File: src/rtl/ewq_pkg.sv
// types and constants shared by the eeprom write queue unit
`default_nettype none

package ewq_pkg;

    localparam int CMD_W  = 2;
    localparam int ADDR_W = 10;
    localparam int DATA_W = 8;
    localparam int ST_W   = 2;

    localparam logic [DATA_W-1:0] ERASED_BYTE = 8'hFF;

    typedef enum logic [CMD_W-1:0] {
        CMD_WRITE = 2'd0,
        CMD_READY = 2'd1,
        CMD_READ  = 2'd2,
        CMD_NONE  = 2'd3
    } cmd_code_t;

    typedef enum logic [ST_W-1:0] {
        ST_ACCEPTED = 2'd0,
        ST_FULL     = 2'd1,
        ST_IDLE     = 2'd2,
        ST_READ     = 2'd3
    } status_t;

    // controller to datapath
    typedef struct packed {
        logic    capture;
        logic    enqueue;
        logic    q_read;
        logic    pop;
        logic    cell_read_q;
        logic    cell_read_in;
        logic    cell_write;
        logic    clear_write;
        logic    busy_clear;
        logic    load_result;
        status_t res_status;
        logic    res_use_rd;
        logic    res_written;
    } ctl_cmd_t;

    // datapath to controller
    typedef struct packed {
        cmd_code_t cmd;
        logic      q_full;
        logic      q_empty;
        logic      skip_equal;
        logic      clear_last;
        logic      out_free;
    } ctl_sts_t;

endpackage

`default_nettype wire

File: src/rtl/ewq_ctrl.sv
// sequencing state machine of the eeprom write queue unit
`default_nettype none

module ewq_ctrl (
    input  wire logic              clk,
    input  wire logic              rst_n,
    input  wire logic              in_valid,
    output logic                   in_ready,
    input  wire ewq_pkg::ctl_sts_t sts,
    output ewq_pkg::ctl_cmd_t      cmd
);
    import ewq_pkg::*;

    typedef enum logic [6:0] {
        S_CLEAR  = 7'b0000001,
        S_IDLE   = 7'b0000010,
        S_DECODE = 7'b0000100,
        S_QRD    = 7'b0001000,
        S_CMP    = 7'b0010000,
        S_CELLRD = 7'b0100000,
        S_RDDONE = 7'b1000000
    } state_t;

    state_t state_reg;
    state_t state_next;

    always_ff @(posedge clk or negedge rst_n)
    begin
        if (!rst_n)
        begin
            state_reg <= S_CLEAR;
        end
        else
        begin
            state_reg <= state_next;
        end
    end

    always_comb
    begin
        state_next = state_reg;
        cmd        = '0;
        in_ready   = 1'b0;
        unique case (state_reg)
            S_CLEAR:
            begin
                cmd.clear_write = 1'b1;
                if (sts.clear_last)
                begin
                    state_next = S_IDLE;
                end
            end
            S_IDLE:
            begin
                in_ready = sts.out_free;
                if (in_valid && sts.out_free)
                begin
                    cmd.capture = 1'b1;
                    state_next  = S_DECODE;
                end
            end
            S_DECODE:
            begin
                unique case (sts.cmd)
                    CMD_WRITE:
                    begin
                        cmd.load_result = 1'b1;
                        state_next      = S_IDLE;
                        if (sts.q_full)
                        begin
                            cmd.res_status = ST_FULL;
                        end
                        else
                        begin
                            cmd.enqueue    = 1'b1;
                            cmd.res_status = ST_ACCEPTED;
                        end
                    end
                    CMD_READY:
                    begin
                        if (sts.q_empty)
                        begin
                            cmd.busy_clear  = 1'b1;
                            cmd.load_result = 1'b1;
                            cmd.res_status  = ST_IDLE;
                            state_next      = S_IDLE;
                        end
                        else
                        begin
                            cmd.q_read = 1'b1;
                            state_next = S_QRD;
                        end
                    end
                    CMD_READ:
                    begin
                        if (sts.q_empty)
                        begin
                            cmd.busy_clear = 1'b1;
                            state_next     = S_CELLRD;
                        end
                        else
                        begin
                            cmd.q_read = 1'b1;
                            state_next = S_QRD;
                        end
                    end
                    default:
                    begin
                        cmd.load_result = 1'b1;
                        cmd.res_status  = ST_ACCEPTED;
                        state_next      = S_IDLE;
                    end
                endcase
            end
            S_QRD:
            begin
                cmd.cell_read_q = 1'b1;
                cmd.pop         = 1'b1;
                state_next      = S_CMP;
            end
            S_CMP:
            begin
                cmd.cell_write = !sts.skip_equal;
                if (sts.cmd == CMD_READY)
                begin
                    cmd.load_result = 1'b1;
                    cmd.res_status  = ST_ACCEPTED;
                    cmd.res_written = !sts.skip_equal;
                    state_next      = S_IDLE;
                end
                else if (sts.q_empty)
                begin
                    cmd.busy_clear = 1'b1;
                    state_next     = S_CELLRD;
                end
                else
                begin
                    cmd.q_read = 1'b1;
                    state_next = S_QRD;
                end
            end
            S_CELLRD:
            begin
                cmd.cell_read_in = 1'b1;
                state_next       = S_RDDONE;
            end
            S_RDDONE:
            begin
                cmd.load_result = 1'b1;
                cmd.res_status  = ST_READ;
                cmd.res_use_rd  = 1'b1;
                state_next      = S_IDLE;
            end
            default:
            begin
                state_next = S_CLEAR;
            end
        endcase
    end

endmodule

`default_nettype wire

File: config.mk
export PLATFORM = sky130hd
export DESIGN_NAME = ewq_ctrl
export DESIGN_NICKNAME = d
export VERILOG_FILES = /design/src/rtl/ewq_pkg.sv /design/src/rtl/ewq_ctrl.sv
export SDC_FILE = /design/constraint.sdc
export NUM_CORES = 1
export LEC_CHECK = 0
export BUFFER_PORTS_ARGS = -buffer_cell sky130_fd_sc_hd__buf_2
export CAP_MARGIN = 20
export CORE_UTILIZATION = 40
export DETAILED_ROUTE_END_ITERATION = 16
export PLACE_DENSITY = 0.72
export SLEW_MARGIN = 10
export SYNTH_ARGS = -nofsm -noshare
export SYNTH_HDL_FRONTEND = slang
export SYNTH_SLANG_ARGS = --single-unit
File: constraint.sdc
create_clock -name clk -period 2.3 [get_ports clk]
set_input_delay 0.23 -clock clk [delete_from_list [all_inputs] [get_ports clk]]
set_output_delay 0.23 -clock clk [all_outputs]
set_load 0.03 [all_outputs]
==> impl_metrics.csv, run 1 <==
group,metric,value,unit
drt,drt.antenna.violating_nets,0,
global_route,grt_usage,17.9,%
worst_setup_path,r2r_cells,4,
drt,via_per_inst,5.39,
synthesis,synth_cell_type_count,32,
timing,setup-tns-final,0,ps
hold_path,hp-class,"primary input to register",
drt,drc_errors,0,
synthesis,synth.yosys.warnings,0,
timing,finalHoldViolCount,0,
finish,multiInputGateArea,465,µm²
worst_setup_path,setup.worst_path.end_class,"output pin",
synthesis,synth_cells,80,
clock_tree,cts_buffers,3,
drt,vias,657,
timing,setup_viol,0,
run,maxCapViolations,0,
placement,gp_congestion,0.723,
finish,layout.nets,121,
clock_tree,path_clk_slew,50,ps
finish,area_delta_synth_final,27.1,%
floorplan,initial_core_util,43.5,%
worst_setup_path,arrival,1990,ps
placement,place_hpwl,1210,µm
synthesis,avgSynthCellArea,8.38,µm²
synthesis,ys_ff_latch,7,
worst_setup_path,critPathKind,"register to output pin",
drt,routedWlPerCell,12.6,µm
timing,fin_skew,3.64,ps
worst_setup_path,crit_required,2070,ps
synthesis,ys_seq_area_share,26.3,%
synthesis,synthArstFlopShare,100,%
worst_setup_path,crit_fanout,8,
timing,period_share,96.7,%
floorplan,die_w,42.9,µm
run_status,run_status,"complete, no violations",
global_route,grt_max_degree,11,
clock_tree,cts_tree,"done",
floorplan,core_area,1540,µm²
finish,nFillCells,158,
synthesis,synth.area.mux_share,0,%
synthesis,synth_simple_gate_area_share,41.4,%
synthesis,synth_nets,94,
synthesis,netlist_area,671,µm²
floorplan,pin_count,25,
clock_tree,htree_levels,1,
drt,drt_iter0_markers,6,
clock_tree,clock_insertion_delay_worst_skew,260,ps
timing,tightest_slew,405,ps
drt,first_pass_iters,4,
floorplan,rows,14,
finish,drive_above_1_share,39.6,%
synthesis,synthXorXnorAreaFrac,1.31,%
floorplan,fp.dieH,42.9,µm
power,p_leak,0.429,nW
global_route,grt_pass1_vias,585,
floorplan,die_area,1840,µm²
global_route,grt_pass1_wl,2460,µm
power,power_density,632,nW/µm²
synthesis,synth_top_family_by_area,"simple AND/OR/NAND/NOR gates",
finish,largest_register_ffs,7,
finish,seq_area,178,µm²
global_route,grt_antenna_before_repair,0,
timing,period_minus_slack,2220,ps
clock_tree,cts_root_buffer,"clkbuf_4",
hold_path,hold_depth,2,
timing,slew_headroom,72.8,%
finish,antenna_cells,0,
global_route,grt-ovfl-total,0,
synthesis,synth_enable_flop_cells,0,
synthesis,synth_compound_area_share,16.2,%
timing,slew_viol_final,0,
worst_setup_path,start_kind,"register",
timing,fmax,450,MHz
synthesis,ys.flop_type,"dfrtp_1",
clock_tree,clock_sinks,7,
synthesis,synth_fa_ha_area_share,7.46,%
placement,placed_area,805,µm²
finish,final_cell_area,852,µm²
clock_tree,clockBufferDepth,2,
drt,routed_wl,1540,µm
placement,portBuffers,24,
power,worst_ir_drop_vdd,0.000298,V
-- cell families (layout without fill, tap and decap cells) --
kind of cell	count (synthesis)	count (layout)
AO/OA/AOI/OAI	16	16
XOR/XNOR	1	1
adder cells (fa/ha/maj)	4	4
buffers and inverters	9	35
flip-flops	7	7
AND/OR/NAND/NOR	43	43
-- routing by layer --
| metal | vias to the layer above | part of all wire, % | wire [µm] | GRT usage (%) |
|---|---|---|---|---|
| met5 | - | 0 | 0 | 0 |
| met4 | 0 | 1.6 | 25 | 7.27 |
| met3 | 2 | 5.0 | 77 | 5.53 |
| met2 | 22 | 49 | 761 | 30.9 |
| met1 | 299 | 44 | 676 | 20.3 |
| li1 | 334 | - | - | - |
-- stage by stage --
stage	power [W]	hold WS (ps)	setup WS, ps	instances	util (%)
after floorplan	0.000379	-65.6	96.6	80	-
after global placement	0.000414	75.0	354	116	52.2
after detailed placement	0.000420	78.2	289	116	52.2
after CTS	0.000540	164	34.5	121	54.5
after global routing	0.000588	167	-5.30	122	55.3
final	0.000538	173	75.8	122	55.3
-- worst max-delay path: stages (launching register included) --
cell and delay (ps):
dfrtp_2 450, or3_4 430, nor4_4 340, buf_4 200, a31o_2 150, clkbuf_4 180
-- placed cells by master, fill, tap and decap left out, types with 2 or more instances in the layout --
| cell | n |
|---|---|
| buf_2 | 23 |
| nor2_1 | 7 |
| clkbuf_4 | 4 |
| nand2_1 | 7 |
| nor2b_1 | 3 |
| a21o_2 | 2 |
| and2_1 | 3 |
| ha_1 | 4 |
| inv_1 | 4 |
| nor3_1 | 2 |
| nand2b_1 | 4 |
| and3_1 | 3 |
| dfrtp_1 | 5 |
| buf_4 | 2 |
| nor4_4 | 3 |
| a21oi_1 | 4 |
| o21ai_0 | 4 |
| nor4_1 | 4 |
-- synthesized netlist by cell type (2+ instances only) --
| cell type | n | area (µm²) |
|---|---|---|
| nand2_1 | 7 | 26.3 |
| nor2_1 | 7 | 26.3 |
| dfrtp_1 | 6 | 150 |
| nor4_1 | 5 | 31.3 |
| a21oi_1 | 4 | 20.0 |
| ha_1 | 4 | 50.1 |
| inv_1 | 4 | 15.0 |
| nand2b_1 | 4 | 25.0 |
| o21ai_0 | 4 | 20.0 |
| and2_1 | 3 | 18.8 |
| and3_1 | 3 | 18.8 |
| nor2b_1 | 3 | 18.8 |
| nor3_1 | 3 | 15.0 |
| a21o_2 | 2 | 17.5 |
| buf_4 | 2 | 15.0 |
| clkbuf_1 | 2 | 7.51 |
| nor4_4 | 2 | 42.5 |
-- power by group --
part / internal [W] / leakage (nW) / total (W) / switching [W]
clock: 0.0000664 / 0.0150 / 0.000114 / 0.0000479
combinational: 0.0000995 / 0.322 / 0.000235 / 0.000135
sequential: 0.000150 / 0.0915 / 0.000189 / 0.0000395
-- timing repair --
action,CTS,global route
hold buffers,1,0
endpoints found under the hold margin,6,0
pin swaps,1,2
gates resized for setup,0,2
endpoints found under the setup margin,1,3
setup buffers,0,1
-- worst paths after layout --
path / startpoint / end / slack, ps
worst max-delay path: state_reg[1] / cmd[2] / 80
worst min-delay path: sts[3] / state_reg[3] / 170
worst max register to register: state_reg[1] / state_reg[1] / 650
worst min register to register: state_reg[5] / state_reg[4] / 600
max in group asynchronous: rst_n / state_reg[0] / 1720
min in group asynchronous: rst_n / state_reg[1] / 340
-- final cells by class --
| cell class | count | share of cell area, % |
|---|---|---|
| multi-input combinational | 64 | 54.6 |
| sequential | 7 | 20.9 |
| timing repair buffer | 27 | 17.3 |
| clock buffer | 4 | 3.08 |
| tap | 16 | 2.35 |
| inverter | 4 | 1.76 |
(Power assumes the default switching activity.)
==> inputs of run 2 (changes only) <==
- BUFFER_PORTS_ARGS: -buffer_cell sky130_fd_sc_hd__buf_2 -> -buffer_cell sky130_fd_sc_hd__buf_4
==> impl_metrics.csv, run 2 (synthesis gave the netlist of run 1 again) <==
group,metric,value,unit
timing,fmax,472,MHz
finish,antenna_cells,0,
drt,routed_wl,1530,µm
power,p_leak,0.437,nW
run,maxCapViolations,0,
floorplan,fp.dieH,42.9,µm
global_route,grt_pass1_wl,2530,µm
drt,routedWlPerCell,12.5,µm
floorplan,pin_count,25,
power,worst_ir_drop_vdd,0.000372,V
timing,tightest_slew,434,ps
floorplan,die_w,42.9,µm
power,clockPowerShare,20.4,%
global_route,grt_max_degree,11,
power,p_int,0.000327,W
clock_tree,htree_levels,1,
power,p_sw,0.000222,W
worst_setup_path,start_kind,"register",
clock_tree,cts_buffers,3,
worst_setup_path,crit_fanout,8,
worst_setup_path,setup.worst_path.end_class,"output pin",
worst_setup_path,critPathKind,"register to output pin",
drt,vias,664,
timing,fin_skew,2.11,ps
worst_setup_path,r2r_setup_slack,640,ps
timing,rsz0062_at_grt,"false",
hold_path,hp-class,"primary input to register",
timing,finalHoldViolCount,0,
worst_setup_path,arrival,1890,ps
finish,final_common_cell,"buf_4",
finish,largest_register_ffs,7,
placement,gp_congestion,0.727,
clock_tree,cts_tree,"done",
clock_tree,clock_insertion_delay_worst_skew,240,ps
finish,layout.nets,121,
clock_tree,path_clk_slew,60,ps
power,p_comb_share,45.8,%
clock_tree,cts_root_buffer,"clkbuf_4",
run_status,run_status,"complete, no violations",
floorplan,rows,14,
timing,period_share,92.1,%
global_route,grt_usage,17.9,%
global_route,grt_pass1_vias,615,
drt,drc_errors,0,
global_route,grt_antenna_before_repair,0,
drt,first_pass_iters,4,
timing,setup-tns-final,0,ps
timing,whs,170,ps
clock_tree,cts_resized,0,
floorplan,die_area,1840,µm²
drt,drt_iter0_markers,13,
clock_tree,clockBufferDepth,2,
worst_setup_path,crit_required,2070,ps
global_route,grt-ovfl-total,0,
power,power_density,604,nW/µm²
finish,area_delta_synth_final,35.4,%
timing,period_minus_slack,2120,ps
timing,slew_headroom,70.8,%
placement,portBuffers,24,
timing,slew_viol_final,0,
timing,setup_viol,0,
clock_tree,clock_sinks,7,
power,switching_share,40.4,%
finish,layout_common_cells,"buf_4, nor2_1, nand2_1",
finish,drive_above_1_share,38.7,%
drt,via_per_inst,5.44,
placement,place_hpwl,1190,µm
floorplan,core_area,1540,µm²
power,p_seq_share,33.7,%
floorplan,initial_core_util,43.5,%
drt,drt.antenna.violating_nets,0,
run 2: cell types whose count changed in the layout (fill, tap and decap cells not counted), sizes merged:
| cell | delta |
|---|---|
| buf | +1 |
| clkbuf | -1 |
run 2: what timing repair did:
| item | in CTS | in global routing |
|---|---|---|
| endpoints found under the setup margin | 0 | 3 |
| hold endpoints to repair | 7 | 0 |
| setup buffers | 0 | 1 |
| hold buffers | 1 | 0 |
run 2: layout make-up:
class                           instances  area, µm²
Fill cell                             151        633
Sequential cell                         7        176
Tap cell                               16       20.0
Clock buffer                            4       26.3
Inverter                                4       15.0
Timing Repair Buffer                   27        205
Multi-Input combinational cell         64        465
run 2: final timing paths:
path,startpoint,end,cells past startpoint
worst max register to register,state_reg[1],state_reg[1],5
max in group asynchronous,rst_n,state_reg[0],2
worst min register to register,state_reg[5],state_reg[4],2
worst max-delay path,state_reg[1],cmd[5],5
min in group asynchronous,rst_n,state_reg[4],2
worst min-delay path,sts[3],state_reg[3],2
run 2: worst max-delay path: stages (launching register included):
cell	delay, ps
dfrtp_1	450
or4_4	620
nor4_4	190
a21oi_1	90
nor2b_1	130
buf_4	170
run 2: power groups by stage:
| stage | logic, W | clock network (W) | registers, W |
|---|---|---|---|
| 2_1_floorplan | 0.000214 | 0 | 0.000165 |
| 5_1_grt | 0.000272 | 0.000124 | 0.000193 |
| 3_5_place_dp | 0.000247 | 0 | 0.000186 |
| 6_report | 0.000251 | 0.000112 | 0.000185 |
| 4_1_cts | 0.000252 | 0.000114 | 0.000184 |
| 3_3_place_gp | 0.000245 | 0 | 0.000185 |
run 2: routing by layer:
layer	track usage, %	up-vias	routed length (µm)
met5	0	-	0
met1	20.2	303	699
met3	4.26	2	65
li1	-	339	-
met2	32.7	20	745
met4	5.45	0	19
run 2: per-stage QoR:
| step | cells | cell area (µm²) | utilization (%) | setup WS [ps] | power, W |
|---|---|---|---|---|---|
| after detailed placement | 116 | 865 | 56.1 | 316 | 0.000432 |
| after global routing | 122 | 908 | 58.9 | 5.45 | 0.000589 |
| after CTS | 121 | 901 | 58.4 | 44.9 | 0.000550 |
| after global placement | 116 | 865 | 56.1 | 373 | 0.000430 |
| final | 122 | 908 | 58.9 | 181 | 0.000549 |
| after floorplan | 80 | 691 | - | 96.6 | 0.000379 |
==> inputs of run 3 (changes only) <==
- PLACE_DENSITY: 0.72 -> 0.75
- clock period: 2.3 -> 1.9 ns (I/O delays scaled with it)
==> impl_metrics.csv, run 3 (synthesis gave the netlist of run 1 again) <==
group,metric,value,unit
run_status,run_status,"finished with violations",
run_status,violations,"negative setup slack",
placement,placed_cells,120,
timing,tightest_slew,282,ps
drt,routed_wl,2030,µm
finish,largest_register_ffs,7,
timing,finalHoldViolCount,0,
finish,area_delta_synth_final,63.1,%
global_route,grt_antenna_before_repair,0,
worst_setup_path,crit_required,1710,ps
drt,via_per_inst,5.55,
placement,gp_congestion,0.734,
worst_setup_path,r2r_setup_slack,10,ps
hold_path,hp-class,"primary input to register",
power,worst_ir_drop_vdd,0.000350,V
timing,period_minus_slack,2100,ps
drt,vias,749,
worst_setup_path,critPathKind,"register to output pin",
finish,fin_cells,135,
global_route,grt_usage,22.7,%
floorplan,initial_core_util,43.5,%
timing,slew_headroom,81.1,%
clock_tree,clock_sinks,7,
drt,first_pass_iters,4,
global_route,grt_max_degree,11,
placement,place_hpwl,1310,µm
clock_tree,clockBufferDepth,2,
placement,portBuffers,24,
clock_tree,cts_tree,"done",
worst_setup_path,setup.worst_path.end_class,"output pin",
clock_tree,htree_levels,1,
floorplan,die_area,1840,µm²
floorplan,core_area,1540,µm²
worst_setup_path,arrival,1910,ps
global_route,grt_pass1_wl,3120,µm
finish,layout.nets,134,
timing,period_share,110,%
clock_tree,clock_insertion_delay_worst_skew,270,ps
floorplan,fp.dieH,42.9,µm
timing,fmax,477,MHz
floorplan,rows,14,
drt,drc_errors,0,
floorplan,die_w,42.9,µm
floorplan,pin_count,25,
global_route,grt_pass1_vias,724,
power,p_leak,0.524,nW
timing,rsz0062_at_grt,"true",
drt,drt.antenna.violating_nets,0,
timing,setup_viol,8,
clock_tree,cts_root_buffer,"clkbuf_4",
clock_tree,cts_buffers,3,
timing,slew_viol_final,0,
drt,routedWlPerCell,15.1,µm
worst_setup_path,start_kind,"register",
drt,drt_iter0_markers,14,
timing,setup_ws,-197,ps
finish,drive_above_1_share,55.5,%
finish,final_common_cell,"buf_4",
run,maxCapViolations,0,
timing,fin_skew,11.8,ps
finish,layout_common_cells,"buf_4, nand2_1, buf_6",
placement,place_ws,47.9,ps
finish,antenna_cells,0,
worst_setup_path,crit_fanout,4,
clock_tree,path_clk_slew,60,ps
power,power_density,713,nW/µm²
global_route,grt-ovfl-total,0,
-- run 3: cell types whose count changed in the layout (fill, tap and decap cells not counted), sizes merged --
cell	before	now
buf	26	39
clkbuf	4	3
clkinv	0	1
-- run 3: path summary, 6_finish.rpt --
| path | endpoint | from | cells after the start |
|---|---|---|---|
| max in group asynchronous | state_reg[0] | rst_n | 2 |
| setup reg to reg | state_reg[5] | state_reg[0] | 7 |
| min in group asynchronous | state_reg[3] | rst_n | 2 |
| setup / recovery | cmd[5] | state_reg[0] | 5 |
| hold reg to reg | state_reg[4] | state_reg[4] | 1 |
| hold / removal | state_reg[3] | sts[3] | 2 |
-- run 3: repair_timing --
action | 4_1_cts | 5_1_grt
hold buffers | 1 | 0
resized for setup | 8 | 9
pin swaps | 7 | 3
endpoints found under the setup margin | 10 | 13
buffers inserted | 8 | 2
hold endpoints to repair | 7 | 0
-- run 3: metal layers --
metal	track usage, %	up-vias	share of wire [%]
li1	-	362	-
met5	0	-	0
met3	2.55	4	3.0
met4	10.9	0	1.6
met2	42.4	25	56
met1	25.0	358	39
-- run 3: layout make-up --
class / count / area, µm²
fill: 122 / 448
tap: 16 / 20.0
clock buffer: 3 / 22.5
sequential: 7 / 179
timing repair buffer: 40 / 329
multi-input combinational: 64 / 523
clock inverter: 1 / 5.00
inverter: 4 / 15.0
-- run 3: power breakdown --
group	internal, W	switching [W]	total, W
sequential	0.000179	0.0000239	0.000203
clock	0.0000776	0.0000667	0.000144
combinational	0.000207	0.000227	0.000433
-- run 3: through the flow --
stage / setup TNS, ps / area, µm² / hold WS, ps / utilization [%] / total power, W
final: -925 / 1090 / 116 / 70.9 / 0.000780
after CTS: -1100 / 1040 / 108 / 67.6 / 0.000747
after detailed placement: 0 / 908 / 6.00 / 58.9 / 0.000563
after global routing: -1510 / 1090 / 112 / 70.9 / 0.000827
after global placement: 0 / 908 / 9.16 / 58.9 / 0.000558
after floorplan: -428 / 704 / -106 / - / 0.000465
-- run 3: critical path, stage by stage (launching register included) --
cell	delay, ps
dfstp_2	390
or4_4	590
nor4_4	300
a21oi_2	80
nor2b_2	130
buf_6	140
